===== config.mk =====
export PLATFORM = sky130hd
export DESIGN_NAME = base32_decoder_custom_alphabet_top_flat
export DESIGN_NICKNAME = d
export VERILOG_FILES = /design/src/sv/b32d_pkg.sv /design/src/sv/b32d_in_if.sv /design/src/sv/b32d_out_if.sv /design/src/sv/b32d_front.sv /design/src/sv/b32d_queue.sv /design/src/sv/b32d_back.sv /design/src/sv/base32_decoder_custom_alphabet_top.sv /design/src/flat_wrapper.sv
export SDC_FILE = /design/constraint.sdc
export NUM_CORES = 1
export LEC_CHECK = 0
export BUFFER_PORTS_ARGS = -buffer_cell sky130_fd_sc_hd__buf_2
export CORE_UTILIZATION = 65
export DETAILED_ROUTE_END_ITERATION = 10
export PLACE_DENSITY = 0.82
export SETUP_SLACK_MARGIN = 0.05
export SKIP_CTS_REPAIR_TIMING = 1
export SYNTH_ARGS = -nofsm -noshare
export SYNTH_HDL_FRONTEND = slang
export SYNTH_SLANG_ARGS = --single-unit

===== constraint.sdc =====
create_clock -name clk -period 7.7 [get_ports clk]
set_input_delay 2.31 -clock clk [delete_from_list [all_inputs] [get_ports clk]]
set_output_delay 2.31 -clock clk [all_outputs]
set_load 0.005 [all_outputs]

===== src/sv/b32d_pkg.sv =====
// Package for the permuted-alphabet base32 decoder.
// Holds the symbol codes, the alphabet lookup, the job record and the queue sizing.
// No dependencies.
package b32d_pkg;

  localparam int unsigned QDepth = 8;
  localparam int unsigned QAw    = $clog2(QDepth);

  localparam logic [5:0] SYM_PAD = 6'd32;
  localparam logic [5:0] SYM_BAD = 6'd33;

  localparam int unsigned BytesPerGroup = 5;
  localparam int unsigned SymsPerGroup  = 8;

  // One decode job: the bytes of a completed group, or a single error beat.
  typedef struct packed {
    logic [BytesPerGroup-1:0][7:0] bytes;
    logic [2:0]                    count;
    logic                          last;
    logic                          err;
  } job_t;

  typedef struct packed {
    logic push;
    job_t job;
  } q_wr_t;

  typedef struct packed {
    logic empty;
    job_t head;
  } q_rd_t;

  // Maps an ASCII code to its symbol value; padding gives SYM_PAD and
  // anything outside the alphabet gives SYM_BAD.
  function automatic logic [5:0] sym_of(input logic [7:0] ch);
    logic [5:0] v;
    case (ch)
      8'h4D:   v = 6'd0;
      8'h42:   v = 6'd1;
      8'h4A:   v = 6'd2;
      8'h59:   v = 6'd3;
      8'h41:   v = 6'd4;
      8'h33:   v = 6'd5;
      8'h5A:   v = 6'd6;
      8'h37:   v = 6'd7;
      8'h35:   v = 6'd8;
      8'h50:   v = 6'd9;
      8'h53:   v = 6'd10;
      8'h34:   v = 6'd11;
      8'h3D:   v = 6'd12;
      8'h4E:   v = 6'd13;
      8'h58:   v = 6'd14;
      8'h51:   v = 6'd15;
      8'h32:   v = 6'd16;
      8'h44:   v = 6'd17;
      8'h55:   v = 6'd18;
      8'h52:   v = 6'd19;
      8'h49:   v = 6'd20;
      8'h54:   v = 6'd21;
      8'h57:   v = 6'd22;
      8'h4B:   v = 6'd23;
      8'h36:   v = 6'd24;
      8'h48:   v = 6'd25;
      8'h47:   v = 6'd26;
      8'h4C:   v = 6'd27;
      8'h46:   v = 6'd28;
      8'h45:   v = 6'd29;
      8'h43:   v = 6'd30;
      8'h56:   v = 6'd31;
      8'h4F:   v = SYM_PAD;
      default: v = SYM_BAD;
    endcase
    return v;
  endfunction

endpackage


===== src/sv/b32d_in_if.sv =====
// Input channel of the base32 decoder: one character beat with an end flag.
// No dependencies.
interface b32d_in_if;
  logic       valid;
  logic       ready;
  logic [7:0] in_char;
  logic       msg_end;

  modport source(output valid, in_char, msg_end, input ready);
  modport sink(input valid, in_char, msg_end, output ready);
endinterface


===== src/sv/b32d_out_if.sv =====
// Result channel of the base32 decoder: one decoded byte beat with flags.
// No dependencies.
interface b32d_out_if;
  logic       valid;
  logic       ready;
  logic [7:0] out_byte;
  logic       error;
  logic       final_res;

  modport source(output valid, out_byte, error, final_res, input ready);
  modport sink(input valid, out_byte, error, final_res, output ready);
endinterface


===== src/sv/b32d_front.sv =====
// Front end: classifies characters, assembles groups of eight symbols and
// pushes one job per completed group or per fault. Depends on b32d_pkg.
module b32d_front
  import b32d_pkg::*;
(
  input  logic       clk,
  input  logic       rst_n,
  input  logic       in_valid,
  input  logic [7:0] in_char,
  input  logic       in_msg_end,
  input  logic       q_full,
  output logic       in_ready,
  output q_wr_t      q_wr
);

  logic [2:0] pos_r, pos_nxt;
  logic       drop_r, drop_nxt;
  logic [5:0] sym_r [SymsPerGroup-1];

  logic       accept;
  logic [5:0] v;
  logic       fault;
  logic [2:0] cnt;
  logic [5:0] s7;

  assign in_ready = !q_full;
  assign accept   = in_valid && in_ready;
  assign v        = sym_of(in_char);
  assign s7       = v;

  assign fault = (v == SYM_BAD) || ((v == SYM_PAD) && (pos_r < 3'd2)) ||
                 (in_msg_end && (pos_r != 3'd7));

  // Nested padding rule on positions eight, six, five and three.
  always_comb begin
    cnt = 3'd5;
    if (s7 == SYM_PAD) begin
      cnt = 3'd4;
      if (sym_r[5] == SYM_PAD) begin
        cnt = 3'd3;
        if (sym_r[4] == SYM_PAD) begin
          cnt = 3'd2;
          if (sym_r[2] == SYM_PAD) begin
            cnt = 3'd1;
          end
        end
      end
    end
  end

  always_comb begin
    pos_nxt  = pos_r;
    drop_nxt = drop_r;
    q_wr     = '0;
    if (accept) begin
      if (drop_r) begin
        if (in_msg_end) begin
          drop_nxt = 1'b0;
          pos_nxt  = 3'd0;
        end
      end else if (fault) begin
        q_wr.push     = 1'b1;
        q_wr.job.err  = 1'b1;
        q_wr.job.last = 1'b1;
        q_wr.job.count = 3'd1;
        pos_nxt  = 3'd0;
        drop_nxt = !in_msg_end;
      end else begin
        pos_nxt = pos_r + 3'd1;
        if (pos_r == 3'd7) begin
          q_wr.push      = 1'b1;
          q_wr.job.last  = in_msg_end;
          q_wr.job.count = cnt;
          q_wr.job.bytes[0] = {sym_r[0][4:0], sym_r[1][4:2]};
          q_wr.job.bytes[1] = {sym_r[1][1:0], sym_r[2][4:0], sym_r[3][4]};
          q_wr.job.bytes[2] = {sym_r[3][3:0], sym_r[4][4:1]};
          q_wr.job.bytes[3] = {sym_r[4][0], sym_r[5][4:0], sym_r[6][4:3]};
          q_wr.job.bytes[4] = {sym_r[6][2:0], s7[4:0]};
        end
      end
    end
  end

  always_ff @(posedge clk) begin
    if (!rst_n) begin
      pos_r  <= 3'd0;
      drop_r <= 1'b0;
    end else begin
      pos_r  <= pos_nxt;
      drop_r <= drop_nxt;
    end
  end

  // Symbol store; position eight is used straight from the input.
  always_ff @(posedge clk) begin
    if (accept && !drop_r && !fault && (pos_r != 3'd7)) begin
      sym_r[pos_r] <= v;
    end
  end

endmodule


===== src/sv/b32d_queue.sv =====
// Short job queue between the front and back ends of the decoder.
// Depends on b32d_pkg.
module b32d_queue
  import b32d_pkg::*;
(
  input  logic  clk,
  input  logic  rst_n,
  input  q_wr_t q_wr,
  input  logic  pop,
  output logic  full,
  output q_rd_t q_rd
);

  job_t           mem [QDepth];
  logic [QAw-1:0] wp_r, wp_nxt;
  logic [QAw-1:0] rp_r, rp_nxt;
  logic [QAw:0]   cnt_r, cnt_nxt;
  logic           do_push, do_pop;

  assign full       = (cnt_r == (QAw+1)'(QDepth));
  assign q_rd.empty = (cnt_r == '0);
  assign q_rd.head  = mem[rp_r];

  assign do_push = q_wr.push && !full;
  assign do_pop  = pop && !q_rd.empty;

  always_comb begin
    wp_nxt  = do_push ? wp_r + 1'b1 : wp_r;
    rp_nxt  = do_pop ? rp_r + 1'b1 : rp_r;
    cnt_nxt = cnt_r;
    if (do_push && !do_pop) begin
      cnt_nxt = cnt_r + 1'b1;
    end else if (do_pop && !do_push) begin
      cnt_nxt = cnt_r - 1'b1;
    end
  end

  always_ff @(posedge clk) begin
    if (!rst_n) begin
      wp_r  <= '0;
      rp_r  <= '0;
      cnt_r <= '0;
    end else begin
      wp_r  <= wp_nxt;
      rp_r  <= rp_nxt;
      cnt_r <= cnt_nxt;
    end
  end

  always_ff @(posedge clk) begin
    if (do_push) begin
      mem[wp_r] <= q_wr.job;
    end
  end

endmodule


===== src/sv/b32d_back.sv =====
// Back end: walks the head job into the output register one byte per cycle
// while that register is free or taken by the receiver. Depends on b32d_pkg.
module b32d_back
  import b32d_pkg::*;
(
  input  logic       clk,
  input  logic       rst_n,
  input  q_rd_t      q_rd,
  output logic       pop,
  input  logic       out_ready,
  output logic       out_valid,
  output logic [7:0] out_byte,
  output logic       out_error,
  output logic       out_final
);

  logic [2:0] idx_r, idx_nxt;
  logic       ov_r, ov_nxt;
  logic [7:0] byte_r;
  logic       err_r, fin_r;
  logic       load, take, at_end;

  assign load   = !ov_r || out_ready;
  assign take   = load && !q_rd.empty;
  assign at_end = ((idx_r + 3'd1) == q_rd.head.count);
  assign pop    = take && at_end;

  always_comb begin
    idx_nxt = idx_r;
    ov_nxt  = ov_r;
    if (load) begin
      ov_nxt = !q_rd.empty;
    end
    if (take) begin
      idx_nxt = at_end ? 3'd0 : idx_r + 3'd1;
    end
  end

  always_ff @(posedge clk) begin
    if (!rst_n) begin
      idx_r <= 3'd0;
      ov_r  <= 1'b0;
    end else begin
      idx_r <= idx_nxt;
      ov_r  <= ov_nxt;
    end
  end

  always_ff @(posedge clk) begin
    if (take) begin
      byte_r <= q_rd.head.bytes[idx_r];
      err_r  <= q_rd.head.err;
      fin_r  <= q_rd.head.last && at_end;
    end
  end

  assign out_valid = ov_r;
  assign out_byte  = byte_r;
  assign out_error = err_r;
  assign out_final = fin_r;

endmodule


===== src/sv/base32_decoder_custom_alphabet_top.sv =====
// Top level of the permuted-alphabet base32 decoder.
// Depends on b32d_pkg, b32d_in_if, b32d_out_if, b32d_front, b32d_queue, b32d_back.
//
// Usage: characters arrive on in_ch, one beat per character, with msg_end set
// on the last character of a message. Decoded bytes leave on out_ch, one beat
// per byte, with error set on a fault beat and final_res set on the last beat
// of a message. A group of eight characters yields one to five bytes.
// An invalid character, padding in the first two positions of a group, or a
// message that ends inside a group yields a single error beat; the remaining
// characters of that message are accepted and ignored.
// Throughput: one character per cycle, and one result beat per cycle while
// the receiver is ready. A character is accepted whenever the eight-entry
// job queue has room. A full group followed by a run of one-character error
// messages keeps at most five jobs queued, so the input only stalls when the
// receiver has held off. The job of a group is written into the queue when
// its eighth character is accepted, and the output register then loads its
// first byte from the queue head; the others follow one per cycle while the
// receiver takes them. Reset clears the group position, the drop state, the
// queue and the output valid; no clearing pass is needed. While the receiver
// stalls, the output register holds its beat and the queue absorbs further jobs.
module base32_decoder_custom_alphabet_top
  import b32d_pkg::*;
(
  input logic         clk,
  input logic         rst_n,
  b32d_in_if.sink     in_ch,
  b32d_out_if.source  out_ch
);

  q_wr_t q_wr;
  q_rd_t q_rd;
  logic  q_full;
  logic  q_pop;

  // Front end: character lookup, group assembly and fault detection.
  b32d_front u_front (
    .clk        (clk),
    .rst_n      (rst_n),
    .in_valid   (in_ch.valid),
    .in_char    (in_ch.in_char),
    .in_msg_end (in_ch.msg_end),
    .q_full     (q_full),
    .in_ready   (in_ch.ready),
    .q_wr       (q_wr)
  );

  // Job queue decouples character intake from byte emission.
  b32d_queue u_queue (
    .clk   (clk),
    .rst_n (rst_n),
    .q_wr  (q_wr),
    .pop   (q_pop),
    .full  (q_full),
    .q_rd  (q_rd)
  );

  // Back end: one byte per cycle into the registered output while not stalled.
  b32d_back u_back (
    .clk       (clk),
    .rst_n     (rst_n),
    .q_rd      (q_rd),
    .pop       (q_pop),
    .out_ready (out_ch.ready),
    .out_valid (out_ch.valid),
    .out_byte  (out_ch.out_byte),
    .out_error (out_ch.error),
    .out_final (out_ch.final_res)
  );

endmodule

===== src/flat_wrapper.sv =====
// flat-port wrapper written by rule: the top's interface ports become plain ports
module base32_decoder_custom_alphabet_top_flat import b32d_pkg::*;
  (clk, rst_n, in_ch_valid, in_ch_in_char, in_ch_msg_end, in_ch_ready, out_ch_valid, out_ch_out_byte, out_ch_error, out_ch_final_res, out_ch_ready);
  b32d_in_if in_ch_i ();
  b32d_out_if out_ch_i ();
  input logic clk;
  input logic rst_n;
  input wire logic [$bits(in_ch_i.valid)-1:0] in_ch_valid;
  input wire logic [$bits(in_ch_i.in_char)-1:0] in_ch_in_char;
  input wire logic [$bits(in_ch_i.msg_end)-1:0] in_ch_msg_end;
  output wire logic [$bits(in_ch_i.ready)-1:0] in_ch_ready;
  output wire logic [$bits(out_ch_i.valid)-1:0] out_ch_valid;
  output wire logic [$bits(out_ch_i.out_byte)-1:0] out_ch_out_byte;
  output wire logic [$bits(out_ch_i.error)-1:0] out_ch_error;
  output wire logic [$bits(out_ch_i.final_res)-1:0] out_ch_final_res;
  input wire logic [$bits(out_ch_i.ready)-1:0] out_ch_ready;
  assign in_ch_i.valid = in_ch_valid;
  assign in_ch_i.in_char = in_ch_in_char;
  assign in_ch_i.msg_end = in_ch_msg_end;
  assign in_ch_ready = in_ch_i.ready;
  assign out_ch_valid = out_ch_i.valid;
  assign out_ch_out_byte = out_ch_i.out_byte;
  assign out_ch_error = out_ch_i.error;
  assign out_ch_final_res = out_ch_i.final_res;
  assign out_ch_i.ready = out_ch_ready;
  base32_decoder_custom_alphabet_top u_core (.clk(clk), .rst_n(rst_n), .in_ch(in_ch_i), .out_ch(out_ch_i));
endmodule

==> results by group, run 1 <==
Status
  • Outcome: finished with violations
  • Failing checks: design-rule violations

Worst setup path
  • Critical Path Slowest Stage Cell: a2111oi_2
  • Critical path launch point type: input pin
  • Max incr delay on CP: 490 ps
  • CP Capture Type: flip-flop
  • WS Path Type: in -> reg
  • Flop2flop setup slack: 3240 ps
  • RR Endpoint: u_core.u_queue.cnt_r[3]$_SDFFE_PN0P_
  • Most frequent cell on the critical path: ha_1
  • CP cell instances: buf_2 > inv_1 > ha_1 > nor2b_1 > a2111oi_2 > o41ai_4 > nor4_4 > nand3_4 > a21oi_2 > ha_1 > inv_1 > ha_1 > a21o_1 > a21oi_1 > xnor2_1 > or3_1 > a21boi_0
  • CP Max Fanout: 12
  • R2R depth: 13
  • Worst Path Arrival: 6480 ps
  • Critical path required time: 8170 ps

Pwr
  • Pwr/cell area: 291 nW/um^2
  • Worst vdd ir: 314 uV
  • Static Leak: 0.00605 uW

Synth
  • Count leader, synth: edfxtp_1
  • Top FF cell, synth: edfxtp_1
  • Synth cell types: 68
  • Share of async-settable or async-resettable flops after synthesis: 0
  • Mapped Area: 17,300 sq um
  • Synth top area share: 0.707
  • Synthesized area per cell: 20.4 sq um
  • Post-synthesis sequential area ratio: 0.731
  • Synth cell count leaders: edfxtp_1 (408), mux4_2 (106), and2_1 (34), mux2i_1 (27), dfxtp_1 (21)
  • Dominant cell type by area after synthesis: edfxtp_1
  • Ys Warns: 0
  • Number of synthesized flops with an enable pin: 408
  • Gate Count Post-Synth: 850
  • Largest cells by area after synthesis: edfxtp_1 (71%), mux4_2 (14%), dfxtp_1 (2.4%), mux2i_1 (1.6%), and2_1 (1.2%)
  • Syn Nets: 880
  • Synthesized flop and latch total: 429

Placement
  • RD Place Congestion: 0.890
  • IO buf count: 24
  • HPWL Detailed: 21.4 mm
  • Pre-CTS setup slack: 1140 ps

Clock network
  • H-Tree Depth: 2
  • Clock Tree Root: clkbuf_16
  • Clock transition at the registers of the reported paths: 60 ps
  • CTS tree: yes
  • Cts bufs inserted: 40
  • TritonCTS sink count: 429
  • Skew-Pair Late Insertion Delay: 550 ps
  • Maximum clock insertion buffer count: 3

Job
  • Max-cap violations: 0

STA
  • Slew @ Worst Pin: 1320 ps
  • Fmax: 166 MHz
  • Final setup violating endpoints: 0
  • RSZ-0062 raised after global routing: no
  • Clock Skews: 33.1 ps
  • Post-route clock period utilization: 0.781
  • Hold slack: 512 ps
  • Slew Viols, Final: 0
  • Worst slew margin: 0.114
  • Setup TNS: 0 ps
  • Final WS setup: 1690 ps
  • Min cycle time layout: 6010 ps
  • Final hold vios: 0

Route
  • DRT Pass-1 Iters: 9
  • DR WL/cell: 29.7 microns
  • DR iter-0 viols: 1,091
  • Antenna Nets Post-Route: 0
  • DR vias/cell: 6.95
  • Routed wire length: 37.1 mm
  • Via count: 8,693
  • Detailed-route DRC error count: 4

Cells and area
  • Core Util, Final: 0.725
  • P&R area growth vs syn: 9.36%
  • Layout cells sized above 1: 0.255
  • N_diodes: 0
  • Nets@finish: 919

Global route
  • Vias in the first global route: 8,779
  • Gr ovfl total: 0
  • First-pass GRT wire length: 54.8 mm
  • Initial antenna violation count: 0
  • GRT Util Overall: 0.285
  • Largest net degree at the start of global routing: 49

Die
  • Die width: 165 microns
  • Die area: 27,300 sq um
  • IO Count: 25
  • Core area: 26,100 sq um
  • # rows: 59
  • Die H: 165 microns
  • Starting Density: 0.663

Hold path
  • Hold endpoint: u_core.u_back.out_valid$_SDFFE_PN0N_
  • Min-delay worst type: reg -> reg
  • Hold Path Cell Cnt: 2
  • Min-delay src: u_core.u_back.out_valid$_SDFFE_PN0N_
## metal layers
layer  track usage  wire (microns)  share of wire
met1         0.382           13500           0.36
met2         0.486           19200           0.52
met3        0.0445            3380          0.091
met4        0.0901            1070          0.029
met5             0               0              0
## flip-flops by register name, summed over array words and instances (netlist names), named ones only
register                 cells
u_core.u_queue.mem         360
u_core.u_back.idx_r          3
u_core.u_back.out_error      1
u_core.u_front.drop_r        1
u_core.u_back.out_final      1
u_core.u_back.out_byte       8
u_core.u_front.pos_r         3
u_core.u_queue.wp_r          3
u_core.u_front.sym_r        38
u_core.u_back.out_valid      1
u_core.u_queue.rp_r          3
u_core.u_queue.cnt_r         4
## worst max path at each step
stage	end	cells past startpoint	from	slack, ps
after floorplan	u_core.u_queue.mem[6][0]$_DFFE_PP_	11	in_ch_in_char[0]	1700
after global placement	u_core.u_queue.cnt_r[3]$_SDFFE_PN0P_	17	in_ch_in_char[0]	1430
after detailed placement	u_core.u_queue.cnt_r[3]$_SDFFE_PN0P_	17	in_ch_in_char[0]	1140
after CTS	u_core.u_queue.cnt_r[3]$_SDFFE_PN0P_	17	in_ch_in_char[0]	1720
after global routing	u_core.u_queue.cnt_r[3]$_SDFFE_PN0P_	17	in_ch_in_char[0]	1310
final	u_core.u_queue.cnt_r[3]$_SDFFE_PN0P_	17	in_ch_in_char[0]	1690
## placed cells by master, fill, tap and decap left out, drive strengths merged, types with 2 or more instances in the layout
cell type | synthesis | layout
a21oi | 8 | 8
o211ai | 2 | 2
inv | 12 | 12
nand4 | 4 | 4
clkinv | 0 | 13
ha | 16 | 16
nor3 | 3 | 3
edfxtp | 408 | 408
xor2 | 2 | 2
a21boi | 2 | 2
or2 | 4 | 4
nand3b | 3 | 3
buf | 27 | 39
nor3b | 2 | 2
xnor2 | 7 | 7
dfxtp | 21 | 21
a211oi | 4 | 4
and3 | 5 | 5
nand4b | 2 | 2
nand2 | 18 | 18
nand3 | 7 | 7
nor2b | 8 | 8
and4bb | 2 | 2
o21a | 2 | 2
clkbuf | 15 | 55
nor4 | 6 | 6
a311oi | 2 | 2
a2111oi | 2 | 2
o21ai | 14 | 14
mux2i | 27 | 27
nor2 | 19 | 19
mux2 | 3 | 3
and2 | 44 | 44
o31ai | 4 | 4
nand2b | 9 | 9
mux4 | 106 | 106
o22ai | 9 | 9
and4b | 3 | 3
## power breakdown
| part | internal (uW) | leakage [uW] | switching [uW] |
|---|---|---|---|
| logic | 421 | 0.00151 | 459 |
| registers | 2700 | 0.00397 | 115 |
| clock network | 1000 | 0.000573 | 820 |
## critical path, delay by kind of cell
| kind | cells | cell delay (ps) |
|---|---|---|
| buf+inv | 3 | 460 |
| xor+xnor | 1 | 100 |
| simple gates | 4 | 1040 |
| fa+ha+maj | 3 | 910 |
| compound gates | 6 | 1650 |
## layout make-up
cell class	count	area (sq um)
fill	1447	7180
inverter	12	45.0
timing repair buffer	39	245
multi-input combinational	367	4380
sequential	429	12700
tap	335	419
clock buffer	55	1100
clock inverter	14	80.1
## per-stage QoR
stage | std cells | power, uW | cell area (sq um)
CTS | 1251 | 5540 | 19000
finish | 1251 | 5510 | 19000
floorplan | 850 | 3470 | 17300
global route | 1251 | 5690 | 19000
detailed placement | 1182 | 3730 | 17800
global placement | 1182 | 3680 | 17800
## cells by family after synthesis
logic type / after synthesis / share of synthesized area
XOR/XNOR: 9 / 0.00455
multiplexers: 136 / 0.155
AO/OA/AOI/OAI: 59 / 0.0269
AND/OR/NAND/NOR: 145 / 0.0523
buffers and inverters: 54 / 0.0165
adder cells (fa/ha/maj): 18 / 0.0133
flip-flops: 429 / 0.731
(Power assumes the default switching activity.)
==> run 2, diff against run 1 <==
--- a/config.mk
+++ b/config.mk
@@ -5,10 +5,11 @@
 export SDC_FILE = /design/constraint.sdc
 export NUM_CORES = 1
 export LEC_CHECK = 0
+export ABC_AREA = 1
 export BUFFER_PORTS_ARGS = -buffer_cell sky130_fd_sc_hd__buf_2
-export CORE_UTILIZATION = 65
+export CORE_UTILIZATION = 63
 export DETAILED_ROUTE_END_ITERATION = 10
-export PLACE_DENSITY = 0.82
+export PLACE_DENSITY = 0.8
 export SETUP_SLACK_MARGIN = 0.05
 export SKIP_CTS_REPAIR_TIMING = 1
 export SYNTH_ARGS = -nofsm -noshare
==> constraint.sdc (replaced) <==
create_clock -name clk -period 5.9 [get_ports clk]
set_input_delay 1.77 -clock clk [delete_from_list [all_inputs] [get_ports clk]]
set_output_delay 1.77 -clock clk [all_outputs]
set_load 0.005 [all_outputs]
==> results by group, run 2 <==
Synth
  • Mux cell area share after synthesis: 0 (-0.155)
  • Dominant cell type by area after synthesis: edfxtp_1
  • Gate Count Post-Synth: 1,408 (+66%)
  • Synthesized flop and latch total: 429 (unchanged)
  • Top FF cell, synth: edfxtp_1
  • Largest cells by area after synthesis: edfxtp_1 (70%), nor2_1 (5.9%), o21ai_0 (5.5%), o221ai_1 (2.8%), dfxtp_1 (2.4%)
  • Synth top area share: 0.695 (-0.0115)
  • Post-synthesis adder-cell area fraction: 0.0125 (-0.000784)
  • Synthesized area per cell: 12.5 sq um (-39%)
  • Ys Warns: 0 (unchanged)
  • Xor/xnor share of the synthesized area: 0.00447 (-0.0000740)
  • Simple-Gate Fraction of Synth Area: 0.111 (+0.0585)
  • Synth cell types: 45 (-34%)
  • Largest family of logic cells by synthesized area: compound AO/OA/AOI/OAI gates
  • Compound-Gate Fraction of Synth Area: 0.115 (+0.0877)
  • Post-synthesis sequential area ratio: 0.719 (-0.0119)
  • Number of synthesized flops with an enable pin: 408 (unchanged)
  • Syn Nets: 1,438 (+63%)
  • Share of async-settable or async-resettable flops after synthesis: 0 (unchanged)
  • Synth cell count leaders: edfxtp_1 (408), nor2_1 (275), o21ai_0 (193), nand2_1 (89), inv_1 (72)
  • Mapped Area: 17,600 sq um (+1.7%)
  • Count leader, synth: edfxtp_1

Cells and area
  • Max reg flops: 360 (unchanged)
  • Top reg by flops: u_core.u_queue.mem
  • Commonest cells after routing, fill and taps aside: edfxtp_1 (408), nor2_1 (267), o21ai_0 (193)
  • P&R area growth vs syn: 10.5%
  • N_diodes: 0 (unchanged)
  • Core Util, Final: 0.716 (-0.00888)
  • Nets@finish: 1,459 (+59%)
  • Most common cell after layout, fill and taps aside: edfxtp_1
  • Layout cells sized above 1: 0.106 (-0.150)

Clock network
  • Clock transition at the registers of the reported paths: 60 ps (about the same)
  • TritonCTS sink count: 429 (unchanged)
  • Clock Tree Root: clkbuf_16
  • Maximum clock insertion buffer count: 3 (unchanged)
  • CTS tree: yes
  • H-Tree Depth: 2 (unchanged)
  • Skew-Pair Late Insertion Delay: 540 ps (about the same)
  • Cts bufs inserted: 41 (+2.5%)

Hold path
  • Min-delay worst type: reg -> reg

STA
  • Worst slew margin: 0.444 (+0.330)
  • Clock Skews: 17.7 ps (-15.4 ps)
  • Fmax: 212 MHz
  • Final setup violating endpoints: 0 (unchanged)
  • RSZ-0062 raised after global routing: no
  • Min cycle time layout: 4720 ps
  • Setup TNS: 0 ps (unchanged)
  • Final hold vios: 0 (unchanged)
  • Slew @ Worst Pin: 828 ps (-489 ps)
  • Post-route clock period utilization: 0.800
  • Slew Viols, Final: 0 (unchanged)

Worst setup path
  • Critical path required time: 6320 ps (-1850 ps)
  • CP Max Fanout: 10 (-2)
  • Worst Path Arrival: 5140 ps (-1340 ps)
  • Critical path launch point type: input pin
  • WS Path Type: in -> reg
  • CP Capture Type: flip-flop

Placement
  • HPWL Detailed: 23.6 mm (+10%)
  • IO buf count: 24 (unchanged)
  • RD Place Congestion: 0.861 (-3.2%)

Die
  • IO Count: 25 (unchanged)
  • Die H: 169 microns (+2.4%)
  • # rows: 60 (+1.7%)
  • Core area: 27,200 sq um (+4.0%)
  • Die width: 169 microns (+2.4%)
  • Die area: 28,600 sq um (+4.8%)
  • Starting Density: 0.648 (-0.0149)

Global route
  • Met1 usage: 0.390 (+0.00769)
  • GR met2 Demand/Resource: 0.472 (-0.0141)
  • GRT Util Overall: 0.290 (+0.00489)
  • Gr ovfl total: 0 (unchanged)
  • GR peak layer: met2
  • Vias in the first global route: 11,300 (+29%)
  • Largest net degree at the start of global routing: 85 (+73%)
  • Met3 Track Usage GR: 0.0534 (+0.00895)
  • Initial antenna violation count: 0 (unchanged)
  • First-pass GRT wire length: 62.2 mm (+14%)

Route
  • DR vias/cell: 6.33 (-8.9%)
  • Routed wire length: 40.3 mm (+8.5%)
  • DRT Pass-1 Iters: 6 (-3)
  • Detailed-route DRC error count: 0 (-4)
  • Antenna Nets Post-Route: 0 (unchanged)
  • Via count: 11,600 (+33%)
  • DR iter-0 viols: 1,612 (+48%)
  • DR WL/cell: 22.0 microns (-26%)

Pwr
  • Static Leak: 0.00698 uW (+15%)
  • Worst vdd ir: 239 uV (-24%)
  • Pwr/cell area: 408 nW/um^2 (+40%)

Job
  • Max-cap violations: 0 (unchanged)

Status
  • Outcome: finished clean
run 2: changes by cell type in the layout (fill, tap and decap cells not counted), moves of 21 or more:
cell      before  now
and2_1        34    1
inv_1         12   71
mux2i_1       27    0
mux4_2       106    0
nand2_1       18   89
nand3_1        6   60
nor2_1        19  267
o21ai_0       13  193
o221ai_1       0   56
o22ai_1        9   30
run 2: critical path, cell delays in order:
cell and delay [ps]:
buf_2 150, inv_1 130, ha_1 210, o21ai_0 290, nor2_1 70, nor2_1 90
nand3_1 130, a21oi_4 330, nor2_4 80, nand3_4 100, nand2_2 70, nand2_4 90
nand2_4 80, ha_1 230, inv_1 120, ha_1 280, and3_1 200, a211oi_1 290
nor2_1 80, nor2_1 90, nand2_1 60, o21ai_0 140, a21oi_1 60
run 2: cells by family after synthesis:
family | Yosys count
simple gates | 460
flops | 429
fa+ha+maj | 17
buf+inv | 159
xor+xnor | 9
compound gates | 334
run 2: through the flow:
stage | power, uW | cells | setup slack [ps] | area [sq um] | hold WS, ps
after floorplan | 4560 | 1408 | 395 | 17600 | 460
after global placement | 5360 | 1758 | 786 | 18200 | 478
after detailed placement | 5430 | 1758 | 670 | 18200 | 489
after CTS | 7940 | 1828 | 1220 | 19500 | 497
after global routing | 8270 | 1828 | 695 | 19500 | 539
final | 7950 | 1828 | 1180 | 19500 | 495
run 2: metal layers:
metal | vias up | part of all wire
li1 | 5176 | -
met1 | 5530 | 0.38
met5 | - | 0
met4 | 0 | 0.034
met3 | 119 | 0.11
met2 | 742 | 0.48
run 2: final cells by class:
cell class,count,area (sq um)
well taps,372,465
flip-flops and latches,429,12700
inverters,81,307
repair buffers,56,373
fillers,1711,7710
clock buffers,53,1140
multi-input cells,820,4340
clock inverters,17,166
run 2: path summary, 6_finish.rpt:
kind / from / endpoint / slack, ps / cells past startpoint
max: in_ch_in_char[0] / u_core.u_queue.cnt_r[3]$_SDFFE_PN0P_ / 1180 / 23
min: u_core.u_queue.rp_r[2]$_SDFFE_PN0P_ / flip-flop / 490 / 2
max reg2reg: flip-flop / u_core.u_queue.cnt_r[3]$_SDFFE_PN0P_ / 2050 / 18
min reg2reg: u_core.u_queue.rp_r[2]$_SDFFE_PN0P_ / flip-flop / 490 / 2
run 2: where the power goes:
| part | switching, uW | internal [uW] | total, uW |
|---|---|---|---|
| clock | 1060 | 1500 | 2550 |
| combinational | 1240 | 535 | 1780 |
| sequential | 119 | 3500 | 3620 |
| total | 2420 | 5530 | 7950 |
==> run 3, diff against run 2 <==
--- a/config.mk
+++ b/config.mk
@@ -7,9 +7,9 @@
 export LEC_CHECK = 0
 export ABC_AREA = 1
 export BUFFER_PORTS_ARGS = -buffer_cell sky130_fd_sc_hd__buf_2
-export CORE_UTILIZATION = 63
+export CORE_UTILIZATION = 57
 export DETAILED_ROUTE_END_ITERATION = 10
-export PLACE_DENSITY = 0.8
+export PLACE_DENSITY = 0.76
 export SETUP_SLACK_MARGIN = 0.05
 export SKIP_CTS_REPAIR_TIMING = 1
 export SYNTH_ARGS = -nofsm -noshare
==> constraint.sdc (replaced) <==
create_clock -name clk -period 3.96 [get_ports clk]
set_input_delay 1.188 -clock clk [delete_from_list [all_inputs] [get_ports clk]]
set_output_delay 1.188 -clock clk [all_outputs]
set_load 0.005 [all_outputs]
==> results by group, run 3 (synthesized netlist as in run 2, its figures left out) <==
Global route
  • Largest net degree at the start of global routing: 91 (+7.1%)
  • GRT Util Overall: 0.269 (-0.0211)
  • Vias in the first global route: 11,400 (+0.99%)
  • Initial antenna violation count: 0 (unchanged)
  • First-pass GRT wire length: 63.4 mm (+1.9%)
  • Gr ovfl total: 0 (unchanged)

Die
  • Die width: 178 microns (+5.1%)
  • Core area: 30,500 sq um (+12%)
  • # rows: 64 (+6.7%)
  • Die area: 31,600 sq um (+10%)
  • IO Count: 25 (unchanged)
  • Die H: 178 microns (+5.1%)
  • Starting Density: 0.577 (-0.0708)

Route
  • Via count: 11,700 (+1.1%)
  • Antenna Nets Post-Route: 0 (unchanged)
  • DRT Pass-1 Iters: 5 (-1)
  • Routed wire length: 41.6 mm (+3.2%)
  • DR iter-0 viols: 1,377 (-15%)
  • Detailed-route DRC error count: 0 (unchanged)
  • DR WL/cell: 21.9 microns (-0.45%)
  • DR vias/cell: 6.17 (-2.5%)

STA
  • Slew @ Worst Pin: 943 ps (+116 ps)
  • Fmax: 285 MHz
  • Worst slew margin: 0.371 (-0.0730)
  • Clock Skews: 13.2 ps (-4.51 ps)
  • Final hold vios: 0 (unchanged)
  • Final setup violating endpoints: 0 (unchanged)
  • Setup TNS: 0 ps (unchanged)
  • Min cycle time layout: 3500 ps
  • Slew Viols, Final: 0 (unchanged)
  • Post-route clock period utilization: 0.885
  • RSZ-0062 raised after global routing: no

Pwr
  • Final total power: 11,900 uW (+50%)
  • Worst vdd ir: 410 uV (+72%)
  • Static Leak: 0.00716 uW (+2.7%)
  • Pwr/cell area: 599 nW/um^2 (+47%)

Worst setup path
  • Critical path required time: 4380 ps (-1940 ps)
  • Max incr delay on CP: 280 ps (-50 ps)
  • Flop2flop setup slack: 730 ps (-1320 ps)
  • Most frequent cell on the critical path: nand2_1
  • Critical Path Slowest Stage Cell: ha_1
  • CP Capture Type: flip-flop
  • WS Path Type: in -> reg
  • Critical path launch point type: input pin
  • CP Max Fanout: 6 (-4)
  • WP buf/inv: 4 (+1)
  • Worst Path Arrival: 3930 ps (-1210 ps)
  • Largest delay contributor family on the critical path: simple AND/OR/NAND/NOR gates

Cells and area
  • N_diodes: 0 (unchanged)
  • Nets@finish: 1,497 (+2.6%)
  • Top reg by flops: u_core.u_queue.mem
  • Most common cell after layout, fill and taps aside: edfxtp_1
  • Max reg flops: 360 (unchanged)
  • P&R area growth vs syn: 13.2%
  • Commonest cells after routing, fill and taps aside: edfxtp_1 (408), nor2_1 (267), o21ai_0 (192)
  • Cell Count, Final, Fillers Out: 1,895 (+3.7%)
  • Layout cells sized above 1: 0.129 (+0.0230)

Placement
  • Dpl cells: 1,818 (+3.4%)
  • IO buf count: 24 (unchanged)
  • RD Place Congestion: 0.859 (-0.17%)
  • HPWL Detailed: 23.4 mm (-0.73%)

Clock network
  • Clock Tree Root: clkbuf_16
  • TritonCTS sink count: 429 (unchanged)
  • Maximum clock insertion buffer count: 3 (unchanged)
  • CTS tree: yes
  • Clock transition at the registers of the reported paths: 60 ps (about the same)
  • H-Tree Depth: 2 (unchanged)
  • Skew-Pair Late Insertion Delay: 540 ps (about the same)
  • Cts bufs inserted: 43 (+4.9%)

Job
  • Max-cap violations: 0 (unchanged)

Hold path
  • Min-delay worst type: reg -> reg

Status
  • Outcome: finished clean
==> run 3: cell types whose count changed in the layout (fill, tap and decap cells not counted), moves of 2 or more <==
cell,previous run,this run
buf_4,31,55
clkbuf_8,3,0
buf_12,1,13
clkinv_1,10,17
clkinv_2,4,6
==> run 3: cell type report <==
| cell class | count | area, sq um |
|---|---|---|
| well taps | 396 | 495 |
| repair buffers | 92 | 793 |
| fillers | 2127 | 10600 |
| flip-flops and latches | 429 | 12700 |
| multi-input cells | 820 | 4340 |
| clock inverters | 27 | 198 |
| inverters | 81 | 307 |
| clock buffers | 50 | 1120 |
==> run 3: where the power goes <==
part	total [uW]	switching [uW]	leakage (uW)	internal, uW
Sequential	5330	110	0.00408	5220
Clock	3780	1620	0.000646	2170
Combinational	2830	1960	0.00243	873
==> run 3: path summary, 6_finish.rpt <==
check                                           start                                   end  cells past startpoint
hold reg to reg   u_core.u_queue.rp_r[2]$_SDFFE_PN0P_                             flip-flop                      2
hold / removal    u_core.u_queue.rp_r[2]$_SDFFE_PN0P_                             flip-flop                      2
setup reg to reg                            flip-flop  u_core.u_queue.cnt_r[3]$_SDFFE_PN0P_                     18
setup / recovery                     in_ch_in_char[0]  u_core.u_queue.cnt_r[3]$_SDFFE_PN0P_                     26
==> run 3: routing by layer <==
metal	global-route usage	vias up	routed length [microns]
met2	0.452	619	20800
li1	-	5259	-
met1	0.347	5725	16100
met5	0	-	0
met4	0.104	0	1250
met3	0.0506	94	3470
==> run 3: metrics by stage <==
step	cell area [sq um]	hold WS, ps	utilization	setup slack (ps)
detailed placement	18600	484	0.610	-79.3
global placement	18600	478	0.610	-39.9
CTS	19900	498	0.654	478
global route	19900	529	0.654	129
floorplan	17700	460	-	-202
finish	19900	499	0.654	456
==> run 3: worst min-delay path, stage by stage, from the launching register on <==
cell	delay (ps)
dfxtp_1	320
nand2_1	70
a21oi_1	70
